$ cat config.mk
export PLATFORM = sky130hd
export DESIGN_NAME = priority_queue_overflow_policy_unit
export DESIGN_NICKNAME = d
export VERILOG_FILES = /design/src/rtl/core/pqop_pkg.sv /design/src/rtl/core/pqop_cell.sv /design/src/rtl/core/priority_queue_overflow_policy_unit.sv
export SDC_FILE = /design/constraint.sdc
export NUM_CORES = 2
export LEC_CHECK = 0
export ABC_AREA = 1
export BUFFER_PORTS_ARGS = -buffer_cell sky130_fd_sc_hd__buf_2
export CORE_MARGIN = 2
export CORE_UTILIZATION = 25
export CTS_BUF_LIST = sky130_fd_sc_hd__clkbuf_4
export CTS_CLUSTER_DIAMETER = 30
export DETAILED_ROUTE_END_ITERATION = 16
export REMOVE_ABC_BUFFERS = 1
export SYNTH_ARGS = -nofsm -noshare
export SYNTH_HDL_FRONTEND = slang
export SYNTH_SLANG_ARGS = --single-unit
$ cat constraint.sdc
create_clock -name clk -period 6.5 [get_ports clk]
set_input_delay 1.3 -clock clk [delete_from_list [all_inputs] [get_ports clk]]
set_output_delay 1.3 -clock clk [all_outputs]
set_load 0.005 [all_outputs]
$ cat src/rtl/core/pqop_pkg.sv
// shared types and codes for the overflow-policy priority queue
package pqop_pkg;

	localparam int STAMP_BITS = 32;
	localparam int COUNT_BITS = 32;
	localparam int FIELD_CNT_BITS = 5;
	localparam int CFG_DATA_BITS = 5;

	localparam logic [1:0] MODE_SUBMIT = 2'd0;
	localparam logic [1:0] MODE_TAKE   = 2'd1;
	localparam logic [1:0] MODE_CANCEL = 2'd2;

	localparam logic [2:0] POL_BLOCK       = 3'd0;
	localparam logic [2:0] POL_DROP_OLDEST = 3'd1;
	localparam logic [2:0] POL_DROP_LOWEST = 3'd2;
	localparam logic [2:0] POL_DROP_NEW    = 3'd3;
	localparam logic [2:0] POL_EXPAND      = 3'd4;

	localparam logic [2:0] ST_STORED    = 3'd0;
	localparam logic [2:0] ST_EVICTED   = 3'd1;
	localparam logic [2:0] ST_DROPPED   = 3'd2;
	localparam logic [2:0] ST_RETRY     = 3'd3;
	localparam logic [2:0] ST_TAKEN     = 3'd4;
	localparam logic [2:0] ST_EMPTY     = 3'd5;
	localparam logic [2:0] ST_CANCELLED = 3'd6;
	localparam logic [2:0] ST_NOT_FOUND = 3'd7;

	localparam logic CFG_CAPACITY = 1'b0;
	localparam logic CFG_POLICY   = 1'b1;

	typedef enum logic [1:0] {
		SK_OLDEST,
		SK_LOWEST,
		SK_HIGHEST,
		SK_CANCEL
	} search_t;

	typedef enum logic [1:0] {
		FSM_IDLE,
		FSM_SCAN,
		FSM_APPLY
	} fsm_t;

	// best candidate so far, handed from cell to cell
	typedef struct packed {
		logic                  found;
		logic [STAMP_BITS-1:0] age;
		logic [1:0]            level;
		logic                  free_found;
	} cand_t;

	// entry update broadcast to all cells
	typedef struct packed {
		logic                  wr_en;
		logic                  clr_en;
		logic [1:0]            level;
		logic [STAMP_BITS-1:0] stamp;
	} upd_t;

endpackage

$ cat src/rtl/core/pqop_cell.sv
// one queue entry plus its stage of the candidate search chain
module pqop_cell #(
	parameter int DEPTH = 16,
	parameter int TAG_BITS = 16,
	parameter int INDEX = 0,
	localparam int IW = $clog2(DEPTH)
) (
	input  logic                            clk,
	input  logic                            arst_n,
	input  logic [pqop_pkg::STAMP_BITS-1:0] arrival,
	input  pqop_pkg::search_t               sk,
	input  logic [TAG_BITS-1:0]             key_tag,
	input  pqop_pkg::upd_t                  upd,
	input  logic [IW-1:0]                   wr_idx,
	input  logic [IW-1:0]                   clr_idx,
	input  logic [TAG_BITS-1:0]             wr_tag,
	input  pqop_pkg::cand_t                 cand_in,
	input  logic [IW-1:0]                   cand_idx_in,
	input  logic [TAG_BITS-1:0]             cand_tag_in,
	input  logic [IW-1:0]                   free_idx_in,
	output pqop_pkg::cand_t                 cand_out,
	output logic [IW-1:0]                   cand_idx_out,
	output logic [TAG_BITS-1:0]             cand_tag_out,
	output logic [IW-1:0]                   free_idx_out
);

	logic                            valid_q;
	logic [TAG_BITS-1:0]             tag_q;
	logic [1:0]                      level_q;
	logic [pqop_pkg::STAMP_BITS-1:0] stamp_q;
	logic [pqop_pkg::STAMP_BITS-1:0] own_age;
	logic                            hit;
	logic                            better;
	logic                            take;
	logic                            own_free;
	pqop_pkg::cand_t                 cand_d;
	pqop_pkg::cand_t                 cand_q;
	logic [IW-1:0]                   cand_idx_q;
	logic [TAG_BITS-1:0]             cand_tag_q;
	logic [IW-1:0]                   free_idx_q;

	localparam logic [IW-1:0] MY_IDX = IW'(INDEX);

	always_ff @(posedge clk or negedge arst_n) begin
		if (!arst_n) begin
			valid_q <= 1'b0;
		end else if (upd.wr_en && wr_idx == MY_IDX) begin
			valid_q <= 1'b1;
		end else if (upd.clr_en && clr_idx == MY_IDX) begin
			valid_q <= 1'b0;
		end
	end

	always_ff @(posedge clk) begin
		if (upd.wr_en && wr_idx == MY_IDX) begin
			tag_q   <= wr_tag;
			level_q <= upd.level;
			stamp_q <= upd.stamp;
		end
	end

	assign own_age  = arrival - stamp_q;
	assign hit      = valid_q && (sk != pqop_pkg::SK_CANCEL || tag_q == key_tag);
	assign own_free = !valid_q && !cand_in.free_found;

	always_comb begin
		unique case (sk)
			pqop_pkg::SK_OLDEST,
			pqop_pkg::SK_CANCEL:  better = own_age > cand_in.age;
			pqop_pkg::SK_LOWEST:  better = level_q < cand_in.level ||
				(level_q == cand_in.level && own_age < cand_in.age);
			pqop_pkg::SK_HIGHEST: better = level_q > cand_in.level ||
				(level_q == cand_in.level && own_age > cand_in.age);
			default:              better = 1'b0;
		endcase
	end

	assign take = hit && (!cand_in.found || better);

	always_comb begin
		cand_d            = cand_in;
		cand_d.free_found = cand_in.free_found || !valid_q;
		if (take) begin
			cand_d.found = 1'b1;
			cand_d.age   = own_age;
			cand_d.level = level_q;
		end
	end

	always_ff @(posedge clk or negedge arst_n) begin
		if (!arst_n) begin
			cand_q <= '0;
		end else begin
			cand_q <= cand_d;
		end
	end

	always_ff @(posedge clk) begin
		cand_idx_q <= take ? MY_IDX : cand_idx_in;
		cand_tag_q <= take ? tag_q : cand_tag_in;
		free_idx_q <= own_free ? MY_IDX : free_idx_in;
	end

	assign cand_out     = cand_q;
	assign cand_idx_out = cand_idx_q;
	assign cand_tag_out = cand_tag_q;
	assign free_idx_out = free_idx_q;

endmodule

$ cat src/rtl/core/priority_queue_overflow_policy_unit.sv
// Bounded priority queue with overflow policy. One word is handled at a time: after a word is
// accepted the entry search runs through a chain of DEPTH registered cells, one cell per cycle,
// so the result of a word is registered when the unit leaves APPLY, which waits while an earlier
// result is still held by out_stall; the next word is accepted as soon as the result is
// registered, even while it still waits on out_stall.
module priority_queue_overflow_policy_unit #(
	parameter int DEPTH = 16,
	parameter int TAG_BITS = 16
) (
	input  logic                                clk,
	input  logic                                arst_n,
	input  logic                                cfg_we,
	input  logic                                cfg_index,
	input  logic [pqop_pkg::CFG_DATA_BITS-1:0]  cfg_data,
	input  logic                                in_valid,
	output logic                                in_stall,
	input  logic [1:0]                          mode,
	input  logic [TAG_BITS-1:0]                 task_tag,
	input  logic [1:0]                          prio_level,
	output logic                                out_valid,
	input  logic                                out_stall,
	output logic [2:0]                          status,
	output logic [TAG_BITS-1:0]                 out_tag,
	output logic [1:0]                          out_level,
	output logic                                victim_valid,
	output logic [TAG_BITS-1:0]                 victim_tag,
	output logic [pqop_pkg::FIELD_CNT_BITS-1:0] occupancy,
	output logic [pqop_pkg::FIELD_CNT_BITS-1:0] peak_occupancy,
	output logic [pqop_pkg::COUNT_BITS-1:0]     dropped_total
);

	localparam int IW = $clog2(DEPTH);
	localparam int CW = $clog2(DEPTH + 1);
	localparam int XW = (CW > pqop_pkg::FIELD_CNT_BITS) ? CW : pqop_pkg::FIELD_CNT_BITS;

	pqop_pkg::fsm_t                  state_q, state_d;
	logic [CW-1:0]                   scan_cnt_q;
	logic [4:0]                      cap_q;
	logic [2:0]                      policy_q;
	logic [1:0]                      mode_q;
	logic [TAG_BITS-1:0]             tag_q;
	logic [1:0]                      level_q;
	pqop_pkg::search_t               sk_q;
	logic [pqop_pkg::STAMP_BITS-1:0] arrival_q, arrival_d;
	logic [CW-1:0]                   held_q, held_d;
	logic [CW-1:0]                   peak_q;
	logic [pqop_pkg::COUNT_BITS-1:0] drop_q, drop_d;

	logic                            out_valid_q;
	logic [2:0]                      status_q, status_d;
	logic [TAG_BITS-1:0]             otag_q, otag_d;
	logic [1:0]                      olevel_q, olevel_d;
	logic                            vvalid_q, vvalid_d;
	logic [TAG_BITS-1:0]             vtag_q, vtag_d;

	pqop_pkg::cand_t                 cand [DEPTH+1];
	logic [IW-1:0]                   cand_idx [DEPTH+1];
	logic [TAG_BITS-1:0]             cand_tag [DEPTH+1];
	logic [IW-1:0]                   free_idx [DEPTH+1];

	pqop_pkg::upd_t                  upd;
	logic [IW-1:0]                   wr_idx, clr_idx;
	logic                            out_free;
	logic                            commit;
	logic                            in_acc;
	logic [XW-1:0]                   cap_x, held_x;
	pqop_pkg::cand_t                 fin;

	assign in_stall = state_q != pqop_pkg::FSM_IDLE;
	assign in_acc   = in_valid && !in_stall;
	assign out_free = !out_valid_q || !out_stall;
	assign commit   = state_q == pqop_pkg::FSM_APPLY && out_free;
	assign fin      = cand[DEPTH];

	// search chain
	assign cand[0]     = '0;
	assign cand_idx[0] = '0;
	assign cand_tag[0] = '0;
	assign free_idx[0] = '0;

	for (genvar g = 0; g < DEPTH; g++) begin : g_cell
		pqop_cell #(
			.DEPTH(DEPTH),
			.TAG_BITS(TAG_BITS),
			.INDEX(g)
		) u_cell (
			.clk(clk),
			.arst_n(arst_n),
			.arrival(arrival_q),
			.sk(sk_q),
			.key_tag(tag_q),
			.upd(upd),
			.wr_idx(wr_idx),
			.clr_idx(clr_idx),
			.wr_tag(tag_q),
			.cand_in(cand[g]),
			.cand_idx_in(cand_idx[g]),
			.cand_tag_in(cand_tag[g]),
			.free_idx_in(free_idx[g]),
			.cand_out(cand[g+1]),
			.cand_idx_out(cand_idx[g+1]),
			.cand_tag_out(cand_tag[g+1]),
			.free_idx_out(free_idx[g+1])
		);
	end

	// configuration
	always_ff @(posedge clk or negedge arst_n) begin
		if (!arst_n) begin
			cap_q    <= 5'd16;
			policy_q <= pqop_pkg::POL_BLOCK;
		end else if (cfg_we) begin
			unique case (cfg_index)
				pqop_pkg::CFG_CAPACITY: cap_q <= cfg_data;
				pqop_pkg::CFG_POLICY:   policy_q <= cfg_data[2:0];
				default:                cap_q <= cap_q;
			endcase
		end
	end

	// latched request
	always_ff @(posedge clk) begin
		if (in_acc) begin
			mode_q  <= mode;
			tag_q   <= task_tag;
			level_q <= prio_level;
			priority case (mode)
				pqop_pkg::MODE_TAKE:   sk_q <= pqop_pkg::SK_HIGHEST;
				pqop_pkg::MODE_CANCEL: sk_q <= pqop_pkg::SK_CANCEL;
				default: sk_q <= (policy_q == pqop_pkg::POL_DROP_LOWEST) ?
					pqop_pkg::SK_LOWEST : pqop_pkg::SK_OLDEST;
			endcase
		end
	end

	always_ff @(posedge clk or negedge arst_n) begin
		if (!arst_n) begin
			state_q    <= pqop_pkg::FSM_IDLE;
			scan_cnt_q <= '0;
		end else begin
			state_q    <= state_d;
			scan_cnt_q <= (state_q == pqop_pkg::FSM_SCAN) ? scan_cnt_q + 1'b1 : '0;
		end
	end

	always_comb begin
		state_d = state_q;
		unique case (state_q)
			pqop_pkg::FSM_IDLE:  if (in_acc) state_d = pqop_pkg::FSM_SCAN;
			pqop_pkg::FSM_SCAN:  if (scan_cnt_q == CW'(DEPTH)) state_d = pqop_pkg::FSM_APPLY;
			pqop_pkg::FSM_APPLY: if (out_free) state_d = pqop_pkg::FSM_IDLE;
			default:             state_d = pqop_pkg::FSM_IDLE;
		endcase
	end

	// effective capacity
	always_comb begin
		cap_x  = XW'(cap_q);
		held_x = XW'(held_q);
		if (cap_x == '0) begin
			cap_x = XW'(1);
		end else if (cap_x > XW'(DEPTH)) begin
			cap_x = XW'(DEPTH);
		end
	end

	// policy decision on the search result
	always_comb begin
		upd        = '0;
		upd.level  = level_q;
		upd.stamp  = arrival_q;
		wr_idx     = fin.free_found ? free_idx[DEPTH] : cand_idx[DEPTH];
		clr_idx    = cand_idx[DEPTH];
		arrival_d  = arrival_q;
		held_d     = held_q;
		drop_d     = drop_q;
		status_d   = pqop_pkg::ST_NOT_FOUND;
		otag_d     = '0;
		olevel_d   = '0;
		vvalid_d   = 1'b0;
		vtag_d     = '0;
		priority case (mode_q)
			pqop_pkg::MODE_SUBMIT: begin
				priority if (held_x < cap_x || policy_q == pqop_pkg::POL_EXPAND) begin
					if (fin.free_found) begin
						upd.wr_en = 1'b1;
						arrival_d = arrival_q + 1'b1;
						held_d    = held_q + 1'b1;
						status_d  = pqop_pkg::ST_STORED;
					end else begin
						if (policy_q == pqop_pkg::POL_EXPAND) begin
							drop_d = drop_q + 1'b1;
						end
						status_d = pqop_pkg::ST_DROPPED;
					end
				end else if (policy_q == pqop_pkg::POL_BLOCK) begin
					status_d = pqop_pkg::ST_RETRY;
				end else if (policy_q == pqop_pkg::POL_DROP_OLDEST ||
					policy_q == pqop_pkg::POL_DROP_LOWEST) begin
					if (fin.found) begin
						// victim slot is reused for the new entry
						upd.wr_en = 1'b1;
						wr_idx    = cand_idx[DEPTH];
						arrival_d = arrival_q + 1'b1;
						drop_d    = drop_q + 1'b1;
						vvalid_d  = 1'b1;
						vtag_d    = cand_tag[DEPTH];
						status_d  = pqop_pkg::ST_EVICTED;
					end else begin
						status_d = pqop_pkg::ST_DROPPED;
					end
				end else if (policy_q == pqop_pkg::POL_DROP_NEW) begin
					drop_d   = drop_q + 1'b1;
					status_d = pqop_pkg::ST_DROPPED;
				end else begin
					status_d = pqop_pkg::ST_DROPPED;
				end
			end
			pqop_pkg::MODE_TAKE: begin
				if (fin.found) begin
					upd.clr_en = 1'b1;
					held_d     = held_q - 1'b1;
					otag_d     = cand_tag[DEPTH];
					olevel_d   = fin.level;
					status_d   = pqop_pkg::ST_TAKEN;
				end else begin
					status_d = pqop_pkg::ST_EMPTY;
				end
			end
			pqop_pkg::MODE_CANCEL: begin
				if (fin.found) begin
					upd.clr_en = 1'b1;
					held_d     = held_q - 1'b1;
					drop_d     = drop_q + 1'b1;
					status_d   = pqop_pkg::ST_CANCELLED;
				end
			end
			default: status_d = pqop_pkg::ST_NOT_FOUND;
		endcase
		if (!commit) begin
			upd.wr_en  = 1'b0;
			upd.clr_en = 1'b0;
		end
	end

	always_ff @(posedge clk or negedge arst_n) begin
		if (!arst_n) begin
			arrival_q   <= '0;
			held_q      <= '0;
			peak_q      <= '0;
			drop_q      <= '0;
			out_valid_q <= 1'b0;
		end else begin
			if (commit) begin
				arrival_q   <= arrival_d;
				held_q      <= held_d;
				drop_q      <= drop_d;
				if (held_d > peak_q) begin
					peak_q <= held_d;
				end
				out_valid_q <= 1'b1;
			end else if (!out_stall) begin
				out_valid_q <= 1'b0;
			end
		end
	end

	always_ff @(posedge clk) begin
		if (commit) begin
			status_q <= status_d;
			otag_q   <= otag_d;
			olevel_q <= olevel_d;
			vvalid_q <= vvalid_d;
			vtag_q   <= vtag_d;
		end
	end

	assign out_valid      = out_valid_q;
	assign status         = status_q;
	assign out_tag        = otag_q;
	assign out_level      = olevel_q;
	assign victim_valid   = vvalid_q;
	assign victim_tag     = vtag_q;
	assign occupancy      = pqop_pkg::FIELD_CNT_BITS'(held_q);
	assign peak_occupancy = pqop_pkg::FIELD_CNT_BITS'(peak_q);
	assign dropped_total  = drop_q;

endmodule

==> flow_summary_export.csv <==
group,metric,value,unit
clocking,cts_tree,"built",
setup_path,slowest_delay,1020,ps
setup_path,crit_type,"reg2reg",
timing,fin_crit_sh,90.59,%
drt,num_vias,90588,
pwr,p_int,19.99,mW
timing,slew_headroom,22.57,%
floorplanning,start_util,25.06,%
finish,layout-drive-gt1-share,9.789,%
min_path,hold_class,"in2reg",
setup_path,critPathSlowestCell,"dfrtp_2",
setup_path,cp-endpoint,"g_cell[3].u_cell.cand_out[34]",
finish,area_growth,14.48,%
pwr,pwr-share-comb,11.7,%
drt,wl,337.0,mm
clocking,clock-sinks,1864,
floorplanning,die_w,668.8,microns
yosys,ys.flop_type,"edfxtp_1",
yosys,synth_common_cells,"3333 x nand2_1, 1855 x inv_1, 1030 x ha_1",
yosys,ys_ff_latch,1864,
setup_path,worst_ep_required_time,7610,ps
setup_path,cp-end-kind,"register",
floorplanning,die-area,447300,sq um
clocking,cts_htree_levels,6,
finish,final_cells,20081,
timing,finalHoldViolCount,0,
timing,finClkSkew,178.0,ps
yosys,synth.most_common_cell,"nand2_1",
timing,fmax,169.8,MHz
clocking,clkTransAtPathRegs,70,ps
setup_path,critPathMaxFanout,34,
setup_path,reg2reg_slack,610,ps
pwr,vdd_drop_max,0.1313,mV
clocking,insertion_delay,1380,ps
clocking,cts_root_buffer,"clkbuf_4",
pwr,p_leak,60.86,nW
yosys,async_reset_ff_share,34.87,%
yosys,avgSynthCellArea,8.401,sq um
yosys,synth_area_leaders,"edfxtp_1 23%, dfrtp_1 15%, ha_1 12%",
placed_design,dp_cells,19112,
drt,ant_nets,0,
global_routing,grt_start_max_net_pins,179,
clocking,cts_buffers,528,
clocking,cts_setup_buffers,0,
setup_path,r2r-start,"arrival_q[3]",
yosys,yosys_warnings,0,
setup_path,r2r-end,"g_cell[3].u_cell.cand_out[34]",
global_routing,grt_pass1_vias,88239,
pwr,p_sw_share,27.63,%
finish,multi_input_area,52930,sq um
placed_design,place.gp.congestion,0.9102,
yosys,synth_edf_count,860,
global_routing,grt_pass1_wl,515.7,mm
clocking,clockBufferDepth,4,
flow_run,maxCapViolCount,0,
timing,period_needed,5888,ps
setup_path,cp-start-kind,"register",
setup_path,ff2ff_path_depth,25,
pwr,power_density,218.4,nW/um^2
drt,post_drt_wl_per_cell,16.78,microns
placed_design,dpl.hpwl,251.3,mm
timing,setup_viol,0,
yosys,yosysTopAreaCell,"edfxtp_1",
setup_path,cp_data_arrival_time,7000,ps
status,status,"finished, final reports clean",
floorplanning,ios,113,
finish,ff_latch_area,49220,sq um
pwr,p_clk_share,42.1,%
drt,drt_iter0_markers,6770,
finish,fill_cells,47447,
timing,rsz0062_at_grt,"false",
placed_design,post_dp_cell_area,119200,sq um
drt,vias_per_cell,4.511,
finish,design_area,126500,sq um
yosys,syn-cell-area,110500,sq um
pwr,seq_power_share,46.2,%
global_routing,grt-ovfl-total,0,
setup_path,path_common_cell,"nand2_1",
drt,first_pass_iters,6,
floorplanning,core_area,440800,sq um
yosys,synthCells,13150,
finish,nets,14826,
floorplanning,die_h,668.8,microns
yosys,ys_seq_area_share,44.51,%
setup_path,crit_path_start,"arrival_q[3]",
floorplanning,row_count,244,
pwr,net-switching-power,7.634,mW
placed_design,port_buffers,112,
global_routing,grt_usage,14.70,%
yosys,synth_cell_types,61,
timing,worst_pin_slew,1160,ps
yosys,synth_top_area_share,23.38,%
timing,final_max_slew_viol_count,0,
timing,tns,0,ps
drt,drc,0,
global_routing,antenna_found_initial,19,
[cells in the final DEF, fill, tap and decap left out, drive strengths merged, types with 6 or more instances in the layout]
cell         synthesis  layout
bufinv               0      23
nor3               143     143
fa                  16      16
o221a                8       8
clkinv               1     146
o211a                8       8
dfrtp              649     649
clkinvlp             0       6
dfxtp              354     354
a211oi               9       9
nor4                82      82
o21a                43      43
a21oi              884     884
a21o                43      43
o31a                 7       7
buf                250     343
nand3b              32      32
diode                0       8
a221oi               9       9
nand3             1025    1025
o211ai              28      28
clkbuf              35     762
inv               1858    1872
edfxtp             860     860
nand4              178     178
o221ai              13      13
dlygate4sd3          0      11
a21boi              71      71
xnor2              267     267
ha                1030    1030
nand2             3345    3345
xor2               421     421
o21ai              462     462
a31oi               34      34
or2                 86      86
o21bai              80      80
nor2               802     802
[worst max-delay path, delay by kind of cell (launching register included)]
| family | cells | cell delay (ps) |
|---|---|---|
| DFF | 1 | 1020 |
| xor gates and xnor gates | 1 | 240 |
| buffers and inverters | 3 | 540 |
| and+or+nand+nor | 13 | 1890 |
| adders and majority gates | 2 | 550 |
| AOI/OAI and AO/OA | 6 | 1400 |
[through the flow]
step / setup slack, ps / util (%) / hold WS [ps] / power (mW)
global route: 193.5 / 28.69 / 80.75 / 29.11
detailed placement: 546.2 / 27.04 / 394.6 / 16.23
global placement: 595.0 / 27.04 / 391.4 / 16.18
CTS: 446.0 / 28.68 / 22.08 / 28.02
floorplan: 144.0 / - / 386.8 / 15.02
finish: 612.0 / 28.69 / 200.2 / 27.63
[worst min path at each step]
stage / startpoint / to / slack, ps / cells after the start
floorplan: g_cell[2].u_cell.free_idx_out[0] / g_cell[3].u_cell.free_idx_out[0] / 390 / 2
global placement: g_cell[6].u_cell.free_idx_out[2] / g_cell[7].u_cell.free_idx_out[2] / 390 / 2
detailed placement: g_cell[6].u_cell.free_idx_out[1] / g_cell[7].u_cell.free_idx_out[1] / 390 / 2
CTS: prio_level[0] / level_q[0] / 20 / 1
global route: task_tag[10] / tag_q[10] / 80 / 1
finish: task_tag[10] / tag_q[10] / 200 / 1
[per-layer routing]
layer | vias up | GRT usage, % | part of all wire (%)
li1 | 44934 | - | -
met1 | 42783 | 20.00 | 46
met4 | 6 | 4.676 | 2.8
met2 | 2331 | 24.01 | 46
met3 | 534 | 1.986 | 5.0
met5 | - | 0 | 0.011
[layout make-up]
class	instances	share of cell area, %
repair buffers	354	2.196
flip-flops and latches	1864	38.92
diodes	8	0.01583
inverters	1859	5.519
clock inverters	188	1.133
well taps	5904	5.841
multi-input cells	9142	41.85
clock buffers	762	4.523
[power groups by stage]
stage          clock network, mW  registers [mW]  logic [mW]
2_1_floorplan                  0            13.0        2.04
3_3_place_gp                   0            13.0        3.17
3_5_place_dp                   0            13.0        3.22
4_1_cts                     12.0            12.8        3.24
5_1_grt                     12.7            12.8        3.68
6_report                    11.6            12.8        3.23
[flip-flops by register name, indices dropped and copies added (netlist names), 16 cells and up]
signal / count
g_cell.u_cell.cand_out: 544
g_cell.u_cell.cand_tag_out: 256
victim_tag: 16
g_cell.u_cell.cand_idx_out: 49
out_tag: 16
g_cell.u_cell.valid_q: 16
dropped_total: 32
g_cell.u_cell.tag_q: 256
g_cell.u_cell.level_q: 32
arrival_q: 32
g_cell.u_cell.free_idx_out: 49
tag_q: 16
g_cell.u_cell.stamp_q: 512
[timing repair]
action,in CTS,in global routing
endpoints found under the setup margin,0,2
gates resized for setup,0,1
hold endpoints to repair,74,0
hold buffers,11,0
[cell families after synthesis]
group / count (synthesis) / synth area share, %
compound gates: 1708 / 8.664
xor+xnor: 688 / 5.454
fa+ha+maj: 1046 / 11.95
buf+inv: 2144 / 7.728
flops: 1864 / 44.51
mux: 1 / 0.01019
simple gates: 5699 / 21.68
Power figures use the tool's default switching activity.
